`config.mk`:
```
export PLATFORM = sky130hd
export DESIGN_NAME = skel_stream_parser_unit_flat
export DESIGN_NICKNAME = d
export VERILOG_FILES = /design/src/rtl/core/skp_pkg.sv /design/src/rtl/core/skp_if.sv /design/src/rtl/core/skp_step.sv /design/src/rtl/core/skel_stream_parser_unit.sv /design/src/flat_wrapper.sv
export SDC_FILE = /design/constraint.sdc
export NUM_CORES = 1
export LEC_CHECK = 0
export ABC_AREA = 1
export BUFFER_PORTS_ARGS = -buffer_cell sky130_fd_sc_hd__buf_4
export CORE_MARGIN = 1.5
export CORE_UTILIZATION = 26
export CTS_BUF_LIST = sky130_fd_sc_hd__clkbuf_16
export DETAILED_ROUTE_END_ITERATION = 8
export GPL_TIMING_DRIVEN = 0
export HOLD_SLACK_MARGIN = 0.05
export SLEW_MARGIN = 10
export SYNTH_ARGS = -nofsm -noshare
export SYNTH_HDL_FRONTEND = slang
export SYNTH_HIERARCHICAL = 1
export SYNTH_SLANG_ARGS = --single-unit
```
`constraint.sdc`:
```
create_clock -name clk -period 2.9 [get_ports clk]
set_input_delay 0.145 -clock clk [delete_from_list [all_inputs] [get_ports clk]]
set_output_delay 0.145 -clock clk [all_outputs]
set_load 0.01 [all_outputs]
```
`src/rtl/core/skp_pkg.sv`:
```
// ----------------------------------------------------------------------------
// skp_pkg
// Types, constants and character classes shared by the skel stream parser.
// ----------------------------------------------------------------------------
`timescale 1ns / 1ps
`default_nettype none

package skp_pkg;

	localparam int MAX_DEPTH   = 255;
	localparam int LENGTH_BITS = 24;

	localparam int LEN_EFF_BITS = (LENGTH_BITS > 24) ? 24 : LENGTH_BITS;
	localparam logic [23:0] LEN_LIMIT   = 24'((64'd1 << LEN_EFF_BITS) - 64'd1);
	localparam logic [7:0]  DEPTH_LIMIT = 8'((MAX_DEPTH > 255) ? 255 : MAX_DEPTH);

	localparam logic [7:0] CH_OPEN   = 8'h28;
	localparam logic [7:0] CH_CLOSE  = 8'h29;
	localparam logic [7:0] CH_LBRACK = 8'h5B;
	localparam logic [7:0] CH_RBRACK = 8'h5D;
	localparam logic [7:0] CH_ZERO   = 8'h30;
	localparam logic [7:0] CH_NINE   = 8'h39;

	typedef enum logic [2:0] {
		M_START,
		M_LIST,
		M_NAME,
		M_DIGITS,
		M_CONTENT,
		M_DONE,
		M_ERROR
	} mode_t;

	typedef enum logic [2:0] {
		ROLE_SPACE,
		ROLE_OPEN,
		ROLE_CLOSE,
		ROLE_NAME,
		ROLE_DIGIT,
		ROLE_SEP,
		ROLE_CONTENT,
		ROLE_IGNORED
	} role_t;

	typedef enum logic [1:0] {
		EV_NONE,
		EV_ENDS,
		EV_ENDED
	} atom_ev_t;

	typedef enum logic [1:0] {
		ST_PENDING,
		ST_COMPLETE,
		ST_ERROR
	} status_t;

	typedef struct packed {
		mode_t       mode;
		logic [7:0]  depth;
		logic [23:0] accum;
		logic [23:0] remain;
		logic [23:0] name_len;
	} parse_state_t;

	typedef struct packed {
		role_t       byte_role;
		logic [7:0]  nest_depth;
		atom_ev_t    atom_event;
		logic [23:0] atom_length;
		status_t     parse_status;
	} result_t;

	localparam parse_state_t STATE_RESET = '{
		mode: M_START, depth: 8'd0, accum: 24'd0, remain: 24'd0, name_len: 24'd0
	};

	function automatic logic is_space(input logic [7:0] c);
		return c inside {8'd9, 8'd10, 8'd12, 8'd13, 8'd32};
	endfunction

	function automatic logic is_bracket(input logic [7:0] c);
		return c inside {CH_OPEN, CH_CLOSE, CH_LBRACK, CH_RBRACK};
	endfunction

	function automatic logic is_letter(input logic [7:0] c);
		return (c inside {[8'h41:8'h5A]}) || (c inside {[8'h61:8'h7A]});
	endfunction

	function automatic logic is_digit(input logic [7:0] c);
		return c inside {[CH_ZERO:CH_NINE]};
	endfunction

endpackage

`default_nettype wire

```
`src/rtl/core/skp_if.sv`:
```
// ----------------------------------------------------------------------------
// skp_byte_if / skp_token_if
// Valid/ready channels for raw frame bytes and per-byte token results.
// ----------------------------------------------------------------------------
`timescale 1ns / 1ps
`default_nettype none

interface skp_byte_if;
	logic       valid;
	logic       ready;
	logic [7:0] in_byte;
	logic       frame_end;

	modport source (output valid, output in_byte, output frame_end, input ready);
	modport sink (input valid, input in_byte, input frame_end, output ready);
endinterface

interface skp_token_if;
	logic        valid;
	logic        ready;
	logic [2:0]  byte_role;
	logic [7:0]  nest_depth;
	logic [1:0]  atom_event;
	logic [23:0] atom_length;
	logic [1:0]  parse_status;

	modport source (output valid, output byte_role, output nest_depth, output atom_event,
		output atom_length, output parse_status, input ready);
	modport sink (input valid, input byte_role, input nest_depth, input atom_event,
		input atom_length, input parse_status, output ready);
endinterface

`default_nettype wire

```
`src/rtl/core/skp_step.sv`:
```
// ----------------------------------------------------------------------------
// skp_step
// Next-state and result logic of the parser for one byte.
// ----------------------------------------------------------------------------
`timescale 1ns / 1ps
`default_nettype none

module skp_step (
	input  skp_pkg::parse_state_t state,
	input  logic [7:0]            in_byte,
	input  logic                  frame_end,
	output skp_pkg::parse_state_t state_next,
	output skp_pkg::result_t      result
);
	import skp_pkg::*;

	typedef struct packed {
		role_t      role;
		mode_t      mode;
		logic [7:0] depth;
		logic       name_start;
		logic       accum_start;
	} elem_t;

	// byte where a new element, or inside a list a space or close, may come
	function automatic elem_t element(input mode_t mode, input logic [7:0] depth,
		input logic [7:0] c);
		elem_t e;
		logic [7:0] dec;
		dec = depth - 8'd1;
		e = '{role: ROLE_IGNORED, mode: M_ERROR, depth: depth, name_start: 1'b0,
			accum_start: 1'b0};
		if (mode == M_LIST && is_space(c)) begin
			e.role = ROLE_SPACE;
			e.mode = M_LIST;
		end else if (mode == M_LIST && c == CH_CLOSE) begin
			e.role  = ROLE_CLOSE;
			e.depth = dec;
			e.mode  = (dec == 8'd0) ? M_DONE : M_LIST;
		end else if (c == CH_OPEN) begin
			if (depth < DEPTH_LIMIT) begin
				e.role  = ROLE_OPEN;
				e.depth = depth + 8'd1;
				e.mode  = M_LIST;
			end
		end else if (is_letter(c)) begin
			e.role       = ROLE_NAME;
			e.mode       = M_NAME;
			e.name_start = 1'b1;
		end else if (is_digit(c)) begin
			e.role        = ROLE_DIGIT;
			e.mode        = M_DIGITS;
			e.accum_start = 1'b1;
		end
		return e;
	endfunction

	elem_t        el;
	mode_t        el_mode;
	parse_state_t nxt;
	role_t        role;
	atom_ev_t     ev;
	logic [23:0]  alen;
	logic [27:0]  acc_wide;
	logic [27:0]  acc_mul;
	status_t      status;

	// a name ended by a bracket or space hands that byte back to the list
	assign el_mode  = (state.mode == M_NAME) ? M_LIST : state.mode;
	assign el       = element(el_mode, state.depth, in_byte);
	assign acc_wide = {4'd0, state.accum};
	assign acc_mul  = (acc_wide << 3) + (acc_wide << 1) + {24'd0, in_byte[3:0]};

	always_comb begin
		nxt  = state;
		role = ROLE_IGNORED;
		ev   = EV_NONE;
		alen = 24'd0;

		case (state.mode)
			M_START, M_LIST: begin
				role      = el.role;
				nxt.mode  = el.mode;
				nxt.depth = el.depth;
				if (el.name_start)
					nxt.name_len = 24'd1;
				if (el.accum_start)
					nxt.accum = {20'd0, in_byte[3:0]};
			end
			M_NAME: begin
				if (is_space(in_byte) || is_bracket(in_byte)) begin
					ev           = EV_ENDED;
					alen         = state.name_len;
					nxt.name_len = 24'd0;
					if (state.depth == 8'd0) begin
						nxt.mode = M_DONE;
					end else begin
						role      = el.role;
						nxt.mode  = el.mode;
						nxt.depth = el.depth;
					end
				end else if (state.name_len == LEN_LIMIT) begin
					nxt.mode = M_ERROR;
				end else begin
					nxt.name_len = state.name_len + 24'd1;
					role         = ROLE_NAME;
				end
			end
			M_DIGITS: begin
				if (is_digit(in_byte)) begin
					if (acc_mul > {4'd0, LEN_LIMIT}) begin
						nxt.mode = M_ERROR;
					end else begin
						nxt.accum = acc_mul[23:0];
						role      = ROLE_DIGIT;
					end
				end else if (is_space(in_byte)) begin
					role = ROLE_SEP;
					if (state.accum == 24'd0) begin
						ev       = EV_ENDS;
						nxt.mode = (state.depth == 8'd0) ? M_DONE : M_LIST;
					end else begin
						nxt.remain = state.accum;
						nxt.mode   = M_CONTENT;
					end
				end else begin
					nxt.mode = M_ERROR;
				end
			end
			M_CONTENT: begin
				role       = ROLE_CONTENT;
				nxt.remain = state.remain - 24'd1;
				if (state.remain == 24'd1) begin
					ev       = EV_ENDS;
					alen     = state.accum;
					nxt.mode = (state.depth == 8'd0) ? M_DONE : M_LIST;
				end
			end
			default: begin
				role = ROLE_IGNORED;
			end
		endcase

		// frame end closes an open name and forces a final verdict
		if (frame_end) begin
			if (nxt.mode == M_NAME) begin
				ev       = EV_ENDS;
				alen     = nxt.name_len;
				nxt.mode = (nxt.depth == 8'd0) ? M_DONE : M_ERROR;
			end else if (nxt.mode != M_DONE) begin
				nxt.mode = M_ERROR;
			end
		end

		case (nxt.mode)
			M_DONE:  status = ST_COMPLETE;
			M_ERROR: status = ST_ERROR;
			default: status = ST_PENDING;
		endcase
	end

	assign result = '{byte_role: role, nest_depth: nxt.depth, atom_event: ev,
		atom_length: alen, parse_status: status};
	assign state_next = frame_end ? STATE_RESET : nxt;

endmodule

`default_nettype wire

```
`src/rtl/core/skel_stream_parser_unit.sv`:
```
// ----------------------------------------------------------------------------
// skel_stream_parser_unit
// Streaming checker of one skel expression per frame, one token per byte.
// ----------------------------------------------------------------------------
// Usage:
//   bytes  : input channel, one raw byte per transaction; frame_end marks the
//            last byte of a frame.
//   tokens : output channel, exactly one transaction per input byte carrying
//            its role, nesting depth after it, atom end event and length, and
//            the sticky status (pending, complete, error).
//   A byte's token comes from registers: the byte is captured in an input
//   register, the parser step and the state update happen between it and
//   the result register, which loads when that register is empty or taken.
//   Throughput is one byte per cycle while tokens does not stall, set by the
//   state feedback around the step logic.
//   When tokens stalls, the result register holds and the input register
//   still takes one more byte; bytes.ready drops only once both are full.
//   Asynchronous reset empties both registers and returns the parser to
//   the start of a frame. The parser also returns there after every byte
//   that carries frame_end.
// ----------------------------------------------------------------------------
`timescale 1ns / 1ps
`default_nettype none

module skel_stream_parser_unit (
	input  wire logic  clk,
	input  wire logic  arst_n,
	skp_byte_if.sink   bytes,
	skp_token_if.source tokens
);
	import skp_pkg::*;

	logic         valid_s1_q;
	logic [7:0]   byte_s1;
	logic         last_s1;
	logic         valid_s2_q;
	result_t      result_s2;
	parse_state_t state_q;
	parse_state_t state_next;
	result_t      result_next;
	logic         advance;

	assign advance     = valid_s1_q && (!valid_s2_q || tokens.ready);
	assign bytes.ready = !valid_s1_q || advance;

	skp_step u_step (
		.state      (state_q),
		.in_byte    (byte_s1),
		.frame_end  (last_s1),
		.state_next (state_next),
		.result     (result_next)
	);

	always_ff @(posedge clk or negedge arst_n) begin
		if (!arst_n) begin
			valid_s1_q <= 1'b0;
			valid_s2_q <= 1'b0;
			state_q    <= STATE_RESET;
		end else begin
			if (bytes.ready)
				valid_s1_q <= bytes.valid;
			if (!valid_s2_q || tokens.ready)
				valid_s2_q <= valid_s1_q;
			if (advance)
				state_q <= state_next;
		end
	end

	always_ff @(posedge clk) begin
		if (bytes.valid && bytes.ready) begin
			byte_s1 <= bytes.in_byte;
			last_s1 <= bytes.frame_end;
		end
		if (advance)
			result_s2 <= result_next;
	end

	assign tokens.valid        = valid_s2_q;
	assign tokens.byte_role    = result_s2.byte_role;
	assign tokens.nest_depth   = result_s2.nest_depth;
	assign tokens.atom_event   = result_s2.atom_event;
	assign tokens.atom_length  = result_s2.atom_length;
	assign tokens.parse_status = result_s2.parse_status;

endmodule

`default_nettype wire

```
`src/flat_wrapper.sv`:
```
// flat-port wrapper written by rule: the top's interface ports become plain ports
module skel_stream_parser_unit_flat import skp_pkg::*;
  (clk, arst_n, bytes_valid, bytes_in_byte, bytes_frame_end, bytes_ready, tokens_valid, tokens_byte_role, tokens_nest_depth, tokens_atom_event, tokens_atom_length, tokens_parse_status, tokens_ready);
  skp_byte_if bytes_i ();
  skp_token_if tokens_i ();
  input  wire logic clk;
  input  wire logic arst_n;
  input wire logic [$bits(bytes_i.valid)-1:0] bytes_valid;
  input wire logic [$bits(bytes_i.in_byte)-1:0] bytes_in_byte;
  input wire logic [$bits(bytes_i.frame_end)-1:0] bytes_frame_end;
  output wire logic [$bits(bytes_i.ready)-1:0] bytes_ready;
  output wire logic [$bits(tokens_i.valid)-1:0] tokens_valid;
  output wire logic [$bits(tokens_i.byte_role)-1:0] tokens_byte_role;
  output wire logic [$bits(tokens_i.nest_depth)-1:0] tokens_nest_depth;
  output wire logic [$bits(tokens_i.atom_event)-1:0] tokens_atom_event;
  output wire logic [$bits(tokens_i.atom_length)-1:0] tokens_atom_length;
  output wire logic [$bits(tokens_i.parse_status)-1:0] tokens_parse_status;
  input wire logic [$bits(tokens_i.ready)-1:0] tokens_ready;
  assign bytes_i.valid = bytes_valid;
  assign bytes_i.in_byte = bytes_in_byte;
  assign bytes_i.frame_end = bytes_frame_end;
  assign bytes_ready = bytes_i.ready;
  assign tokens_valid = tokens_i.valid;
  assign tokens_byte_role = tokens_i.byte_role;
  assign tokens_nest_depth = tokens_i.nest_depth;
  assign tokens_atom_event = tokens_i.atom_event;
  assign tokens_atom_length = tokens_i.atom_length;
  assign tokens_parse_status = tokens_i.parse_status;
  assign tokens_i.ready = tokens_ready;
  skel_stream_parser_unit u_core (.clk(clk), .arst_n(arst_n), .bytes(bytes_i), .tokens(tokens_i));
endmodule
```
Word-level counts from Yosys, hierarchy flattened
Index checks and enable logic that the tools add are counted.
{ "word_totals": {"ff_bits": 133, "latch_bits": 0, "mem_bits_rw": 0, "romBits": 0, "input_bits": 13, "elab_cells": 145, "mem_count": 0} }
{ "classes": {"n_addsub": 6, "multipliers": 0, "div_mod_pow": 0, "order_cmp": 8, "eq_ne": 26, "shift": 0, "n_mux": 66, "bitwise_logic": 0, "n_reduce_logical": 25} }
{ "ops": {"columns": ["op", "count"], "rows": [
  ["two-way mux 24 bit", 13],
  ["case mux 24 bit (2 select lines)", 4],
  ["two-way mux 83 bit", 1],
  ["two-way mux 3 bit", 18],
  ["== test 8 x 4 -> 1 bit, second input constant", 4],
  ["adder 27 x 25 -> 28 bit", 1],
  ["adder 28 x 4 -> 28 bit", 1],
  ["> comparator 28 x 24 -> 1 bit, second input constant", 1],
  ["two-way mux 14 bit", 2],
  ["adder 24 x 1 -> 24 bit, second input constant", 1],
  ["== test 24 x 1 -> 1 bit, second input constant", 1],
  ["== test 24 bit, second input constant", 1],
  ["== test 8 x 6 -> 1 bit, second input constant", 3],
  ["logical NOT 24 bit", 1],
  ["logical NOT 8 bit", 3],
  ["two-way mux 8 bit", 3],
  ["case mux 3 bit (4 select lines)", 2],
  ["subtractor 24 x 1 -> 24 bit, second input constant", 1],
  ["two-way mux 6 bit", 3],
  ["inequality test 3 x 2 -> 1 bit, second input constant", 6],
  ["== test 8 x 7 -> 1 bit, second input constant", 2],
  [">= comparator 8 x 7 -> 1 bit, second input constant", 2],
  ["<= comparator 8 x 7 -> 1 bit, second input constant", 2],
  ["two-way mux 2 bit", 8],
  ["24 further kinds", 47]
]} }

Longest topological paths before layout
{ "depth": {"depth_word": 16, "mapped_depth": 23} }

By module
The synthesis kept the hierarchy.
{ "by_module_without_submodules": {"columns": ["mod", "instances", "cells_each", "area_per_inst_um2", "seq_area_each_um2"], "rows": [
  ["skp_step", 1, 1419, 7159.4, 0.0],
  ["skel_stream_parser_unit", 1, 418, 4808.4, 3568.4]
]} }

Worst setup path before layout
Ideal clock, no wire load.
{ "synth_timing": {"path_type": "register to register", "from": "register u_core/state_q[48] (netlist bit)", "to": "register u_core/state_q[69] (netlist bit)", "setup_time_ns": 0.117, "t_arrival_ns": 2.978, "required_ns": 2.783, "path_slack_ns": -0.195, "stages_incl_launch_ff": 24, "synth_period_minus_slack_ns": 3.095, "cell_sequence": "dfrtp_1 > inv_1 > fa_1 > inv_1 > fa_1 > nand2_1 > nand2_1 > nand3b_1 > nand2_1 > nand2_1 > nand3_1 > nand2_1 > nand2_1 > nor2_1 > nand2_1 > nand2_1 > o21ai_2 > buf_2 > nand2_1 > nand2_1 > o211ai_1 > inv_1 > nand3_1 > nand2_1"} }
{ "synth_rtl": {"columns": ["element", "line_no", "rtl"], "rows": [
  ["start: declaration", "skel_stream_parser_unit.sv:38", "parse_state_t state_q;"],
  ["start signal: assignment", "skel_stream_parser_unit.sv:65", "state_q <= state_next;"]
]} }

==> results.sh <==
export IMPL_synth_most_common_cell="nand2_1"
export IMPL_drc=0
export IMPL_io_buffer_count=53
export IMPL_drt_pass1_iterations=5
export IMPL_startpoint_type="register"
export IMPL_crit_top_cell="nand2_2"
export IMPL_grt_pass1_vias=12400
export IMPL_slew_headroom=0.443
export IMPL_min_path_type="in -> reg"
export IMPL_crit_chain="inv_2 > fa_1 > inv_2 > fa_2 > nand2_2 > nand2_2 > nand3b_1 > nand2_2 > nand2_2 > nand3_2 > nand2_2 > nand2_2 > nor2_4 > nand3_4 > nand2_4 > a21oi_4 > buf_12 > buf_6 > nand4_1 > nand2_2"
export IMPL_ant_nets=0
export IMPL_syn_area_um2=12000
export IMPL_grt_max_degree=86
export IMPL_finalHoldViolations=0
export IMPL_netlist_cell_type_count=52
export IMPL_grt_overflow=0
export IMPL_clock_path_buffers=2
export IMPL_seq_area_frac_synth=0.298
export IMPL_slowest_stage="fa_1"
export IMPL_ir_worst_vdd_uv=430
export IMPL_worstMarginPinSlew_ns=0.835
export IMPL_num_antenna_cells=0
export IMPL_grt_use_total=0.186
export IMPL_die_x_um=218
export IMPL_endpoint_kind="register"
export IMPL_drv_slew=0
export IMPL_crit_fanout=7
export IMPL_finalSetupViolCount=53
export IMPL_synth_largest_area_cell="dfrtp_1"
export IMPL_core_region_area_um2=45400
export IMPL_synthFlopType="dfrtp_1"
export IMPL_synth_cells=1837
export IMPL_synth_top_area_share=0.178
export IMPL_via_count=13100
export IMPL_leakage_uw=0.00700
export IMPL_arrival_ns=3.52
export IMPL_cts_tree="done"
export IMPL_path_clk_slew_ns=0.06
export IMPL_critPathMaxStageDelay_ns=0.52
export IMPL_ys_top_cells_by_count="nand2_1 (544), inv_1 (232), nand3_1 (185)"
export IMPL_clock_skew_ns=0.00987
export IMPL_rsz0062_at_grt="yes"
export IMPL_clkLatencyLatePin_ns=0.44
export IMPL_period_needed_ns=3.34
export IMPL_fp_dieH_um=218
export IMPL_critical_path_class="reg -> reg"
export IMPL_stdcell_count=2581
export IMPL_numCtsBuffers=17
export IMPL_antenna_found_initial=0
export IMPL_area_growth_pct=22.2
export IMPL_required_ns=3.08
export IMPL_rows=78
export IMPL_fmax_mhz=299
export IMPL_initial_core_util=0.264
export IMPL_yosys_top_cells_area="dfrtp_1 (18%), nand2_1 (17%), edfxtp_1 (12%)"
export IMPL_nets=2036
export IMPL_gp_congestion=0.974
export IMPL_dp_cells=2491
export IMPL_dp_hpwl_um=32600
export IMPL_grt_pass1_wl_um=69200
export IMPL_hold_slack_ns=0.0640
export IMPL_synth_edf_count=48
export IMPL_n_fill_cell=4897
export IMPL_synth_fp_nets=1905
export IMPL_synthArstFlopShare=0.639
export IMPL_cts_root_buf="clkbuf_16"
export IMPL_yosys_warnings=6
export IMPL_ios=54
export IMPL_outcome="complete, but fails checks"
export IMPL_dr_first_iter_drc_count=1463
export IMPL_avgSynthCellArea_um2=6.51
export IMPL_total_power_uw=13400
export IMPL_layout_drive_gt1_share=0.168
export IMPL_violations="negative setup slack"
export IMPL_powerDensity_nw_per_um2=915
export IMPL_wirelength_um=44200
export IMPL_cap_violations=0
export IMPL_htree_levels=4
export IMPL_die_area_um2=47300
export IMPL_routed_via_density=5.07
export IMPL_ys_ff_latch=133
export IMPL_fin_crit_sh=1.15
export IMPL_worst_slack_ns=-0.440
export IMPL_final_util=0.322
export IMPL_detail_route_wl_per_cell_um=17.1
export IMPL_clock_sinks=133
-- worst paths after layout --
check,start,endpoint,slack (ns),cells after the start
hold reg to reg,u_core/state_q[75],u_core/state_q[75],0.47,2
setup / recovery,u_core/byte_s1[3],u_core/tokens.atom_length[1],-0.44,20
hold / removal,tokens_ready,u_core/valid_s1_q,0.06,4
setup reg to reg,u_core/byte_s1[3],u_core/tokens.atom_length[1],-0.44,20
min in group asynchronous,arst_n,u_core/state_q[76],0.33,2
max in group asynchronous,arst_n,u_core/state_q[57],1.93,2
-- cell families after synthesis --
group	synth area share
and+or+nand+nor	0.370
buffers and inverters	0.114
AOI/OAI and AO/OA	0.133
DFF	0.298
adders and majority gates	0.0588
xor gates and xnor gates	0.0249
muxes	0.00251
-- area by class of cell --
type / count / area, µm² / area share
Clock inverter: 15 / 164 / 0.0112
Buffer: 77 / 452 / 0.0309
Sequential cell: 133 / 3600 / 0.246
Tap cell: 600 / 751 / 0.0513
Clock buffer: 17 / 425 / 0.0291
Timing Repair Buffer: 111 / 923 / 0.0631
Inverter: 250 / 950 / 0.0649
Multi-Input combinational cell: 1378 / 7360 / 0.503
-- sequential cells by signal, indices dropped and copies added (netlist names), 2 cells and up --
register / cells
u_core/tokens.atom_length: 24
u_core/byte_s1: 8
u_core/tokens.parse_status: 2
u_core/tokens.byte_role: 3
u_core/tokens.atom_event: 2
u_core/tokens.nest_depth: 8
u_core/state_q: 83
-- cell usage in the layout, fill, tap and decap left out, drive strengths merged --
cell type,netlist,layout
a31oi,18,18
clkinv,6,14
xor2,24,24
nand3,192,193
a221oi,4,4
a21o,1,1
nand3b,3,3
a22oi,1,1
o211ai,26,26
nor3,33,33
o31ai,2,2
o2111ai,1,1
or2,7,7
xnor2,10,10
and2,7,7
mux2i,3,3
a21oi,89,89
buf,45,146
o21ai,97,97
clkinvlp,0,4
clkbuf,32,49
nand4,51,51
nor2,153,153
edfxtp,48,48
a41oi,2,2
inv,244,244
a211oi,6,6
fa,2,2
o22ai,26,26
ha,53,53
nand2,555,555
dlygate4sd3,0,10
nor3b,1,1
bufinv,0,3
o21bai,4,4
nor4,6,6
dfrtp,85,85
-- per-layer routing --
metal	global-route usage	wire, µm	part of all wire	up-vias
li1	-	-	-	6354
met1	0.246	19400	0.44	6106
met2	0.295	19700	0.45	537
met3	0.0353	3550	0.080	90
met4	0.0803	1540	0.035	0
met5	0	0	0	-
-- metrics by stage --
| stage | setup slack [ns] | TNS [ns] | instance area (µm²) |
|---|---|---|---|
| after floorplan | -0.0587 | -1.12 | 12000 |
| after global placement | -0.721 | -33.93 | 13100 |
| after detailed placement | -0.753 | -35.33 | 13200 |
| after CTS | -0.314 | -13.49 | 14400 |
| after global routing | -0.571 | -26.91 | 14600 |
| final | -0.440 | -19.22 | 14600 |
-- critical path, delay by kind of cell (launching register included) --
family,cells,cell delay (ns)
compound gates,1,0.08
fa+ha+maj,2,0.87
buf+inv,4,0.44
flops,1,0.44
simple gates,13,1.25
-- what timing repair did --
action / in CTS / in global routing
resized for setup: 89 / 37
hold endpoints to repair: 94 / 0
pin swaps: 24 / 19
endpoints found under the setup margin: 61 / 90
cloned: 4 / 2
setup buffers: 37 / 5
hold buffers: 10 / 0
-- report_power, final --
part           switching, µW  internal, µW  leakage, µW
clock network            887          1340     0.000279
registers                650          2450      0.00159
logic                   5320          2730      0.00513
No activity file was read; power rests on OpenSTA's default activity.
